$ cat config.mk
export PLATFORM = sky130hd
export DESIGN_NAME = sij_div_cell
export DESIGN_NICKNAME = d
export VERILOG_FILES = /design/src/assert_macros.svh /design/src/sij_pkg.sv /design/src/sij_div_cell.sv
export SDC_FILE = /design/constraint.sdc
export NUM_CORES = 1
export LEC_CHECK = 0
export BUFFER_PORTS_ARGS = -buffer_cell sky130_fd_sc_hd__buf_4
export CORE_AREA = 2 2 350 352
export CTS_CLUSTER_DIAMETER = 60
export DETAILED_ROUTE_END_ITERATION = 16
export DIE_AREA = 0 0 352 354
export PLACE_DENSITY = 0.39
export SLEW_MARGIN = 15
export SYNTH_ARGS = -nofsm -noshare
export SYNTH_HDL_FRONTEND = slang
export SYNTH_SLANG_ARGS = --single-unit
$ cat constraint.sdc
create_clock -name clk -period 7.1 [get_ports clk]
set_input_delay 0.355 -clock clk [delete_from_list [all_inputs] [get_ports clk]]
set_output_delay 0.355 -clock clk [all_outputs]
set_load 0.005 [all_outputs]
$ cat src/assert_macros.svh
// ----------------------------------------------------------------------------
// Assertion macros
// Shared concurrent assertion helpers for the segment intersection block.
// ----------------------------------------------------------------------------
`ifndef ASSERT_MACROS_SVH
`define ASSERT_MACROS_SVH

// implication checked on every clock edge outside reset
`define SIJ_ASSERT_IMPL(label, clk, rst, ante, cons) \
  label: assert property (@(posedge clk) disable iff (rst) (ante) |-> (cons)) \
    else $error("assertion failed");

// check that does not depend on reset
`define SIJ_ASSERT_ALWAYS(label, clk, ante, cons) \
  label: assert property (@(posedge clk) (ante) |-> (cons)) \
    else $error("assertion failed");

`endif

$ cat src/sij_pkg.sv
// ----------------------------------------------------------------------------
// sij_pkg
// Types and constants shared by the segment intersection modules.
// ----------------------------------------------------------------------------
package sij_pkg;

  localparam int COORD_BITS_DEF = 24;
  localparam int TOL_W = 8;
  localparam logic [TOL_W-1:0] TOL_RESET = 8'd1;

  typedef enum logic [1:0] {
    JC_END   = 2'd0,
    JC_TEE   = 2'd1,
    JC_CROSS = 2'd2
  } joint_class_t;

  typedef struct packed {
    logic valid;
    logic fail;
    logic neg_x;
    logic neg_y;
  } ctl_t;

endpackage

$ cat src/sij_div_cell.sv
// ----------------------------------------------------------------------------
// sij_div_cell
// One restoring-division step for the x and y quotients, one bit per cell.
// ----------------------------------------------------------------------------
module sij_div_cell #(
  parameter int RW   = 76,
  parameter int DW   = 51,
  parameter int QB   = 25,
  parameter int SW   = 192,
  parameter int STEP = 0
) (
  input  logic            clk,
  input  logic            rst,
  input  logic            en,
  input  sij_pkg::ctl_t   ctl_in,
  input  logic [RW-1:0]   rx_in,
  input  logic [RW-1:0]   ry_in,
  input  logic [QB-1:0]   qx_in,
  input  logic [QB-1:0]   qy_in,
  input  logic [DW-1:0]   d2_in,
  input  logic [SW-1:0]   side_in,
  output sij_pkg::ctl_t   ctl_out,
  output logic [RW-1:0]   rx_out,
  output logic [RW-1:0]   ry_out,
  output logic [QB-1:0]   qx_out,
  output logic [QB-1:0]   qy_out,
  output logic [DW-1:0]   d2_out,
  output logic [SW-1:0]   side_out
);

  logic [RW-1:0] dsh;
  logic          ge_x, ge_y;

  assign dsh  = RW'(d2_in) << STEP;
  assign ge_x = rx_in >= dsh;
  assign ge_y = ry_in >= dsh;

  always_ff @(posedge clk) begin
    if (rst) begin
      ctl_out.valid <= 1'b0;
    end else if (en) begin
      ctl_out.valid <= ctl_in.valid;
    end
    if (en) begin
      ctl_out.fail  <= ctl_in.fail;
      ctl_out.neg_x <= ctl_in.neg_x;
      ctl_out.neg_y <= ctl_in.neg_y;
      rx_out        <= ge_x ? rx_in - dsh : rx_in;
      ry_out        <= ge_y ? ry_in - dsh : ry_in;
      qx_out        <= qx_in | (QB'(ge_x) << STEP);
      qy_out        <= qy_in | (QB'(ge_y) << STEP);
      d2_out        <= d2_in;
      side_out      <= side_in;
    end
  end

endmodule

==> flow_metrics.py <==
metrics = {
    "layout": {
        "fin_area_um2": 37600,
        "area_delta_synth_final_pct": 69.0,
        "fin_nets": 3747,
        "num-fill-cells": 12593,
        "layout-drive-gt1-share_pct": 33.0,
    },
    "clock_network": {
        "clk_pin_slew_ns": 0.05,
        "ctsHoldBuffers": 398,
        "cts_tree": "built",
        "clockRootBuffer": "clkbuf_16",
        "clk-insertion-delay-late_ns": 0.65,
        "clock_path_buffers": 3,
        "cts_buffers": 76,
        "cts_resized": 0,
        "cts_max_level": 3,
        "cts_sinks": 449,
        "post_cts_buffers": 0,
    },
    "floorplanning": {
        "io_pins": 901,
        "dieArea_um2": 125000,
        "fp.dieH_um": 354,
        "start_util_pct": 18.4,
        "fp.dieW_um": 352,
        "core-area_um2": 121000,
        "rows": 128,
    },
    "sta": {
        "hold_viol": 0,
        "rsz0062_at_grt": "false",
        "clock_skew_ns": 0,
        "tightest_slew_ns": 1.10,
        "setup_violations": 0,
        "fin_crit_ns": 5.61,
        "max_slew_margin_pct": 26.2,
        "drv_slew": 0,
        "fin_crit_sh_pct": 79.0,
        "fmax_ghz": 0.178,
        "fin_tns_setup_ns": 0,
    },
    "yosys": {
        "synth_cell_types": 79,
        "syn_inst": 1865,
        "yosysSeqAreaShare_pct": 60.5,
        "synth-main-ff-cell": "edfxtp_1",
        "synth_fa_ha_area_share_pct": 5.92,
        "ys_warn_count": 0,
        "synth_edf_count": 448,
        "ys_ff_latch": 449,
        "syn-mean-instance-area_um2": 11.9,
        "synthMuxAreaShare_pct": 0.652,
        "synth-async-reset-ratio_pct": 0,
        "netlist_area_um2": 22300,
        "synthXorXnorAreaFrac_pct": 5.63,
        "synth_compound_area_share_pct": 13.0,
        "synth_simple_gate_area_share_pct": 11.9,
        "synth_nets": 2421,
        "synth_top_family_by_area": "compound AO/OA/AOI/OAI gates",
    },
    "setup_path": {
        "critPathRequiredTime_ns": 7.53,
        "critPathSlowestCell": "nor4_2",
        "r2r_cells": 3,
        "critical_path_class": "input pin to flip-flop",
        "path_cells": "dlygate4sd3_1 > buf_4 > inv_1 > ha_1 > nand4_1 > nor4_2 > nand4_1 > nor4_4 > or3_1 > a211o_4 > or4b_1 > nor3_2 > xor2_1 > dlygate4sd3_1",
        "cp-end-kind": "flip-flop",
        "crit_buf_inv": 4,
        "start_kind": "input pin",
        "path_delay_family": "simple AND/OR/NAND/NOR gates",
        "crit_arrival_ns": 6.04,
        "worstReg2RegStart": "ctl_out[3]",
        "reg2reg_to": "ctl_out[3]",
        "reg2reg_slack_ns": 5.97,
        "max_stage_delay_ns": 0.83,
        "crit_path_max_fanout": 69,
    },
    "min_path": {
        "min_from": "rx_in[2]",
        "hp-class": "input pin to flip-flop",
        "holdPathEnd": "rx_out[2]",
        "hold_depth": 3,
    },
    "routing": {
        "dr.pass1.iters": 5,
        "num_vias": 20938,
        "drc": 0,
        "wirelength_mm": 129,
        "avgViaCountPerCell": 4.28,
        "ant_nets": 0,
        "wire_per_inst_um": 26.4,
        "drt-initial-drc-count": 1298,
    },
    "global_route": {
        "grt_antenna_before_repair": 48,
        "grt_pass1_vias": 21432,
        "grt_overflow": 0,
        "grt_usage_pct": 20.0,
        "grt_pass1_wl_mm": 174,
        "grt_max_degree": 134,
    },
    "pwr": {
        "p_leak_nw": 15.4,
        "ir_worst_vdd_v": 0.000169,
        "p_total_mw": 9.15,
        "p_per_area_nw_per_um2": 243,
    },
    "place": {
        "hpwl_mm": 107,
        "port_buffers": 900,
        "placed_area_um2": 31000,
        "gp_congestion": 0.880,
    },
    "flow_run": {
        "drv_cap": 0,
    },
    "outcome": {
        "status": "finished, final reports clean",
    },
}
-- layout make-up --
class	instances	area, um^2	share of cell area [%]
tap	1625	2030	5.41
timing repair buffer	1311	10900	28.9
clock buffer	85	1940	5.15
multi-input combinational	1279	8280	22.0
inverter	74	278	0.739
sequential	449	13500	35.8
clock inverter	57	708	1.88
antenna	10	25.0	0.0665
-- state kept, by name, summed over array words and instances (netlist names) --
| name | flops |
|---|---|
| ctl_out | 4 |
| d2_out | 51 |
| qx_out | 25 |
| qy_out | 25 |
| rx_out | 76 |
| ry_out | 76 |
| side_out | 192 |
-- cell usage after synthesis (all sizes together), types with 13 or more instances --
| library cell | count | area share [%] |
|---|---|---|
| a211oi | 15 | 0.51 |
| and3 | 16 | 0.45 |
| a21o | 32 | 1.1 |
| nand2 | 149 | 2.5 |
| inv | 74 | 1.2 |
| nor3 | 46 | 1.1 |
| ha | 102 | 5.7 |
| clkbuf | 54 | 0.91 |
| a31oi | 14 | 0.39 |
| nand3 | 21 | 0.47 |
| o21ai | 85 | 1.9 |
| edfxtp | 448 | 60 |
| o21bai | 25 | 0.84 |
| nor2 | 171 | 2.9 |
| nor2b | 19 | 0.53 |
| or3 | 17 | 0.50 |
| nand4 | 35 | 0.98 |
| xnor2 | 66 | 2.6 |
| o21a | 13 | 0.44 |
| a21oi | 200 | 4.5 |
| xor2 | 77 | 3.0 |
| nor4 | 22 | 0.75 |
-- stage by stage --
step	setup slack (ns)	cells	hold WS, ns	utilization, %
after CTS	1.52	4880	0.00190	31.1
after floorplan	3.73	1865	0.427	-
after global placement	1.20	4340	0.488	25.6
after global routing	1.25	4887	0.0302	31.1
final	1.49	4890	0.0527	31.1
after detailed placement	1.78	4340	0.491	25.6
-- routing by layer --
metal,global-route usage [%],vias to the layer above,wire (um)
met2,35.6,823,65100
met3,6.11,176,9190
met5,0,-,171
met1,23.5,10215,51500
met4,4.77,28,3240
li1,-,9696,-
-- power breakdown --
group | switching [mW] | total [mW] | internal (mW) | leakage (nW)
Sequential | 0.0922 | 3.34 | 3.25 | 4.39
Combinational | 1.02 | 1.93 | 0.910 | 9.74
Clock | 1.54 | 3.89 | 2.34 | 1.25
-- worst max-delay path by stage --
stage	endpoint	depth (start not counted)	startpoint	slack (ns)
6_report	rx_out[63]	14	d2_in[29]	1.49
5_1_grt	rx_out[63]	14	d2_in[31]	1.25
4_1_cts	rx_out[63]	14	d2_in[28]	1.52
3_5_place_dp	rx_out[74]	12	d2_in[28]	1.78
3_3_place_gp	rx_out[74]	12	d2_in[28]	1.20
2_1_floorplan	rx_out[75]	14	d2_in[49]	3.73
-- placed cells by master, fill, tap and decap left out, types with 13 or more instances in the layout --
cell,netlist,routed
inv_1,74,74
o21bai_1,25,25
and3_1,16,16
edfxtp_1,448,448
nand2_1,148,148
nor2_1,171,170
a21oi_1,200,200
ha_1,102,102
o21ai_0,83,83
nand4_1,35,35
nor3_1,44,44
xnor2_1,66,66
o21a_1,13,13
xor2_1,77,77
dlygate4sd3_1,0,398
nor4_1,20,19
a21o_1,32,32
clkbuf_16,0,76
a211oi_1,15,15
nor2b_1,19,19
nand3_1,21,21
buf_4,2,910
a31oi_1,14,14
or3_1,16,16
-- cells by family (layout without fill, tap and decap cells) --
group	count (synthesis)	count (layout)
AOI/OAI and AO/OA	471	471
adders and majority gates	104	104
DFF	449	449
muxes	13	13
xor gates and xnor gates	143	143
other	0	10
buffers and inverters	137	1527
and+or+nand+nor	548	548
-- tightest hold or removal path, delay by kind of cell --
kind	cells	cell delay, ns
AOI/OAI and AO/OA	1	0.12
and+or+nand+nor	1	0.04
buffers and inverters	1	0.09
Note: power is estimated with default switching activity, not from simulation.
