==> config.mk <==
export PLATFORM = sky130hd
export DESIGN_NAME = sij_back
export DESIGN_NICKNAME = d
export VERILOG_FILES = /design/src/assert_macros.svh /design/src/sij_pkg.sv /design/src/sij_back.sv
export SDC_FILE = /design/constraint.sdc
export NUM_CORES = 2
export LEC_CHECK = 0
export CAP_MARGIN = 20
export CORE_MARGIN = 8
export CORE_UTILIZATION = 60
export DETAILED_ROUTE_END_ITERATION = 12
export DONT_BUFFER_PORTS = 1
export GPL_TIMING_DRIVEN = 1
export PLACE_DENSITY_LB_ADDON = 0.3
export SKIP_LAST_GASP = 1
export SYNTH_ARGS = -nofsm -noshare
export SYNTH_HDL_FRONTEND = slang
export SYNTH_SLANG_ARGS = --single-unit
export TNS_END_PERCENT = 5
==> constraint.sdc <==
create_clock -name clk -period 13.94 [get_ports clk]
set_input_delay 2.091 -clock clk [delete_from_list [all_inputs] [get_ports clk]]
set_output_delay 2.091 -clock clk [all_outputs]
set_load 0.05 [all_outputs]
==> src/assert_macros.svh <==
// ----------------------------------------------------------------------------
// Assertion macros
// Shared concurrent assertion helpers for the segment intersection block.
// ----------------------------------------------------------------------------
`ifndef ASSERT_MACROS_SVH
`define ASSERT_MACROS_SVH

// implication checked on every clock edge outside reset
`define SIJ_ASSERT_IMPL(label, clk, rst, ante, cons) \
  label: assert property (@(posedge clk) disable iff (rst) (ante) |-> (cons)) \
    else $error("assertion failed");

// check that does not depend on reset
`define SIJ_ASSERT_ALWAYS(label, clk, ante, cons) \
  label: assert property (@(posedge clk) (ante) |-> (cons)) \
    else $error("assertion failed");

`endif

==> src/sij_pkg.sv <==
// ----------------------------------------------------------------------------
// sij_pkg
// Types and constants shared by the segment intersection modules.
// ----------------------------------------------------------------------------
package sij_pkg;

  localparam int COORD_BITS_DEF = 24;
  localparam int TOL_W = 8;
  localparam logic [TOL_W-1:0] TOL_RESET = 8'd1;

  typedef enum logic [1:0] {
    JC_END   = 2'd0,
    JC_TEE   = 2'd1,
    JC_CROSS = 2'd2
  } joint_class_t;

  typedef struct packed {
    logic valid;
    logic fail;
    logic neg_x;
    logic neg_y;
  } ctl_t;

endpackage

==> src/sij_back.sv <==
// ----------------------------------------------------------------------------
// sij_back
// Intersection point, box test, joint class and saturation; output register.
// ----------------------------------------------------------------------------
module sij_back #(
  parameter int COORD_BITS = sij_pkg::COORD_BITS_DEF
) (
  input  logic                                clk,
  input  logic                                rst,
  input  logic                                en,
  input  logic [sij_pkg::TOL_W-1:0]           tol,
  input  sij_pkg::ctl_t                       ctl,
  input  logic [COORD_BITS:0]                 qx,
  input  logic [COORD_BITS:0]                 qy,
  input  logic [8*COORD_BITS-1:0]             side,
  output logic                                out_valid,
  output logic                                hit,
  output logic signed [COORD_BITS-1:0]        cross_x,
  output logic signed [COORD_BITS-1:0]        cross_y,
  output logic [1:0]                          joint_class
);

  localparam int C  = COORD_BITS;
  localparam int XW = C + 3;

  function automatic logic near(input logic signed [XW-1:0] p,
                                input logic signed [XW-1:0] e,
                                input logic [sij_pkg::TOL_W-1:0] t);
    logic signed [XW:0] d;
    logic [XW:0]        ad;
    d  = (XW+1)'(p) - (XW+1)'(e);
    ad = d[XW] ? -d : d;
    return ad < (XW+1)'(t);
  endfunction

  function automatic logic in_box(input logic signed [XW-1:0] v,
                                  input logic signed [XW-1:0] a,
                                  input logic signed [XW-1:0] b,
                                  input logic signed [XW-1:0] t);
    logic signed [XW-1:0] lo, hi;
    lo = (a < b) ? a : b;
    hi = (a < b) ? b : a;
    return (v >= lo - t) && (v <= hi + t);
  endfunction

  function automatic logic signed [C-1:0] sat(input logic signed [XW-1:0] v);
    logic signed [XW-1:0] cmax, cmin;
    cmax = XW'((1 <<< (C-1)) - 1);
    cmin = -cmax - XW'(1);
    if (v > cmax) begin
      return C'(cmax);
    end else if (v < cmin) begin
      return C'(cmin);
    end
    return C'(v);
  endfunction

  logic signed [XW-1:0] x1, y1, x2, y2, x3, y3, x4, y4, tw, qxs, qys, px, py;
  logic                 ok, ea, eb;
  sij_pkg::joint_class_t jc;

  assign x1  = XW'($signed(side[C-1:0]));
  assign y1  = XW'($signed(side[2*C-1:C]));
  assign x2  = XW'($signed(side[3*C-1:2*C]));
  assign y2  = XW'($signed(side[4*C-1:3*C]));
  assign x3  = XW'($signed(side[5*C-1:4*C]));
  assign y3  = XW'($signed(side[6*C-1:5*C]));
  assign x4  = XW'($signed(side[7*C-1:6*C]));
  assign y4  = XW'($signed(side[8*C-1:7*C]));
  assign tw  = $signed(XW'(tol));
  assign qxs = ctl.neg_x ? -$signed(XW'(qx)) : $signed(XW'(qx));
  assign qys = ctl.neg_y ? -$signed(XW'(qy)) : $signed(XW'(qy));
  assign px  = x1 + qxs;
  assign py  = y1 + qys;

  assign ok = !ctl.fail && in_box(px, x1, x2, tw) && in_box(py, y1, y2, tw) &&
              in_box(px, x3, x4, tw) && in_box(py, y3, y4, tw);
  assign ea = (near(px, x1, tol) && near(py, y1, tol)) ||
              (near(px, x2, tol) && near(py, y2, tol));
  assign eb = (near(px, x3, tol) && near(py, y3, tol)) ||
              (near(px, x4, tol) && near(py, y4, tol));

  always_comb begin
    if (ea && eb) begin
      jc = sij_pkg::JC_END;
    end else if (ea || eb) begin
      jc = sij_pkg::JC_TEE;
    end else begin
      jc = sij_pkg::JC_CROSS;
    end
  end

  always_ff @(posedge clk) begin
    if (rst) begin
      out_valid <= 1'b0;
    end else if (en) begin
      out_valid <= ctl.valid;
    end
    if (en) begin
      hit         <= ok;
      cross_x     <= ok ? sat(px) : '0;
      cross_y     <= ok ? sat(py) : '0;
      joint_class <= ok ? jc : sij_pkg::JC_END;
    end
  end

endmodule

==> results.cfg <==
[clock_network]
cts_max_path_buffers = 2
ctsResizeCount = 0
cts_tree = done
clock_latency_ns = 0.35
post_cts_buffers = 0
h-tree-depth = 2
ctsRootBufferMaster = clkbuf_16
clock-sinks = 52
numCtsBuffers = 5
ctsHoldBuffers = 0
clkTransAtPathRegs_ns = 0.10

[global_routing]
grt_pass1_wl_mm = 230
grt_pass1_vias = 41100
grt_max_degree = 80
grt.total_usage = 0.361
antenna_found_initial = 6
overflow = 0

[yosys]
synthCells = 5920
yosys_warnings = 0
synth_seq_cells = 52
syn_area_um2 = 41300
synth-edff-count = 51
netlist-cell-type-count = 98
synth_nets = 6905
ys_seq_area_frac = 0.0376
async_reset_ff_frac = 0
netlist_top_cells_area = ha_1 22%, xnor2_1 8.8%, a21oi_1 5.9%, o21ai_0 5.0%, nand2_1 4.2%
yosysTopAreaCell = ha_1
synth_area_per_cell_um2 = 6.98
synth_ff_type = edfxtp_1
synth_top_area_share = 0.215

[drt]
routedWlPerCell_um = 22.4
drt-vias-per-instance = 6.82
drtIter0Drc = 4672
drcViolationCount = 0
dr.pass1.iters = 6
wirelength_mm = 150
ant_nets = 0
via_count = 45700

[timing]
finalCritPeriodShare = 0.882
hold_viol = 0
worst_hold_slack_ns = 0.769
final_max_slew_viol_count = 0
max_freq_mhz = 81.3
tightestPinTransition_ns = 1.13
fin_setup_tns_ns = 0
period_needed_ns = 12.30
setup_viol = 0
rsz0062_at_grt = no
relSlewSlack = 0.245
finClkSkew_ns = 0

[placed_design]
port_buffers = 0
gp_congestion = 1.03
dpl.hpwl_mm = 123

[final_layout]
fillers = 6411
syn_to_final_growth_pct = 2.78
post-route-util = 0.621
final_cell_mix = 710 x ha_1, 485 x a21oi_1, 466 x nand2_1
drive_above_1_share = 0.0308
final_nets = 6801
layout_commonest_cell = ha_1

[die]
start_util = 0.604
coreArea_um2 = 68300
ios = 309
rows = 96
die-area_um2 = 77500
die_y_um = 278
fp.dieW_um = 278

[power_and_ir_drop]
power_frac_comb = 0.943
p_seq_frac = 0.032
swShare = 0.605
power.internal_w = 0.00266
clkPwrFrac = 0.024
peakVddDrop_uv = 83.9
powerDensity_nw_per_um2 = 159
net-switching-power_w = 0.00407
leakagePower_nw = 18.4

[worst_setup_path]
crit_path_start_kind = input pin
critPathSlowestCell = or4_1
critPathMaxFanout = 32
endpoint_kind = register
path_class = in -> reg
cp_top_family = compound AO/OA/AOI/OAI gates
rrSetupSlack_ns = 13.00
critPathMaxStageDelay_ns = 0.76
crit_arrival_ns = 12.48
path_buf_inv = 4
critPathRequiredTime_ns = 14.11

[flow_run]
maxCapViolations = 0

[min_path]
min_path_type = reg -> reg

[outcome]
status = completed
-- registers in the layout (all words and copies together) (netlist names) --
name / cells
cross_x: 24
cross_y: 24
hit: 1
joint_class: 2
out_valid: 1
-- tightest hold or removal path, cell delays in order, from the launching register on --
cell and delay (ns):
dfxtp_1 0.49, mux2i_1 0.20, nor2_1 0.05
-- metal layers --
metal  routed length, µm  track usage  vias to the layer above
met5                  26            0                        -
met4                8800        0.188                        4
met3               12900       0.0448                      498
met2               67900        0.595                     2202
met1               60700        0.459                    21200
li1                    -            -                    21800
-- worst paths after layout --
path,cells after the start,startpoint,to
worst max register to register,2,out_valid$_SDFFE_PP0P_,out_valid$_SDFFE_PP0P_
worst max-delay path,41,side[89],cross_y[10]$_SDFFCE_PN0P_
worst min register to register,2,out_valid$_SDFFE_PP0P_,out_valid$_SDFFE_PP0P_
worst min-delay path,2,out_valid$_SDFFE_PP0P_,out_valid$_SDFFE_PP0P_
-- Yosys cell counts (21+ instances only) --
library cell,count
a31oi_1,94
and2_1,51
and3_1,77
nand2_1,466
nor3_1,164
or3_1,57
a2111oi_0,26
or4_1,26
or2_2,35
edfxtp_1,51
o21a_1,72
nand3_1,210
nor4_1,82
nand4_1,127
a21o_1,198
o21ai_0,412
ha_1,710
a211oi_1,59
mux2_2,22
nor2_1,459
a21boi_0,21
o21bai_1,43
o211ai_1,58
xor2_1,135
a21oi_1,486
nand2b_1,108
o2111ai_1,25
clkbuf_1,163
o31ai_1,40
nor2b_1,103
inv_1,392
mux2i_1,112
xnor2_1,415
-- kinds of logic (layout without fill, tap and decap cells) --
family / count (synthesis) / count (layout) / share of synthesized area
other cells: 0 / 4 / 0
compound gates: 1801 / 1801 / 0.281
fa+ha+maj: 728 / 728 / 0.224
mux: 134 / 134 / 0.0331
buf+inv: 576 / 473 / 0.0527
xor+xnor: 550 / 550 / 0.117
flops: 52 / 52 / 0.0376
simple gates: 2079 / 2079 / 0.255
-- per-stage QoR --
step	setup WS, ns	instance area, µm²	cells	power (W)
floorplan	3.12	41300	5920	0.00485
global placement	1.74	42300	6689	0.00626
detailed placement	1.44	42300	6689	0.00635
CTS	1.80	42400	6697	0.00656
global route	0.687	42400	6700	0.00734
finish	1.64	42400	6703	0.00674
-- layout make-up --
type / instances / area, µm² / share of cell area
inverters: 399 / 1500 / 0.0353
repair buffers: 66 / 490 / 0.0116
diodes: 4 / 10.0 / 0.000236
clock inverters: 3 / 42.5 / 0.00100
flip-flops and latches: 52 / 1550 / 0.0366
clock buffers: 5 / 125 / 0.00295
multi-input cells: 5292 / 37600 / 0.886
well taps: 882 / 1100 / 0.0260
-- power groups by stage --
stage	logic, W	clock network, W	registers (W)
2_1_floorplan	0.00463	0	0.000216
3_3_place_gp	0.00604	0	0.000220
3_5_place_dp	0.00613	0	0.000220
4_1_cts	0.00618	0.000165	0.000216
5_1_grt	0.00696	0.000167	0.000217
6_report	0.00636	0.000165	0.000216
Note: power is estimated with default switching activity, not from simulation.
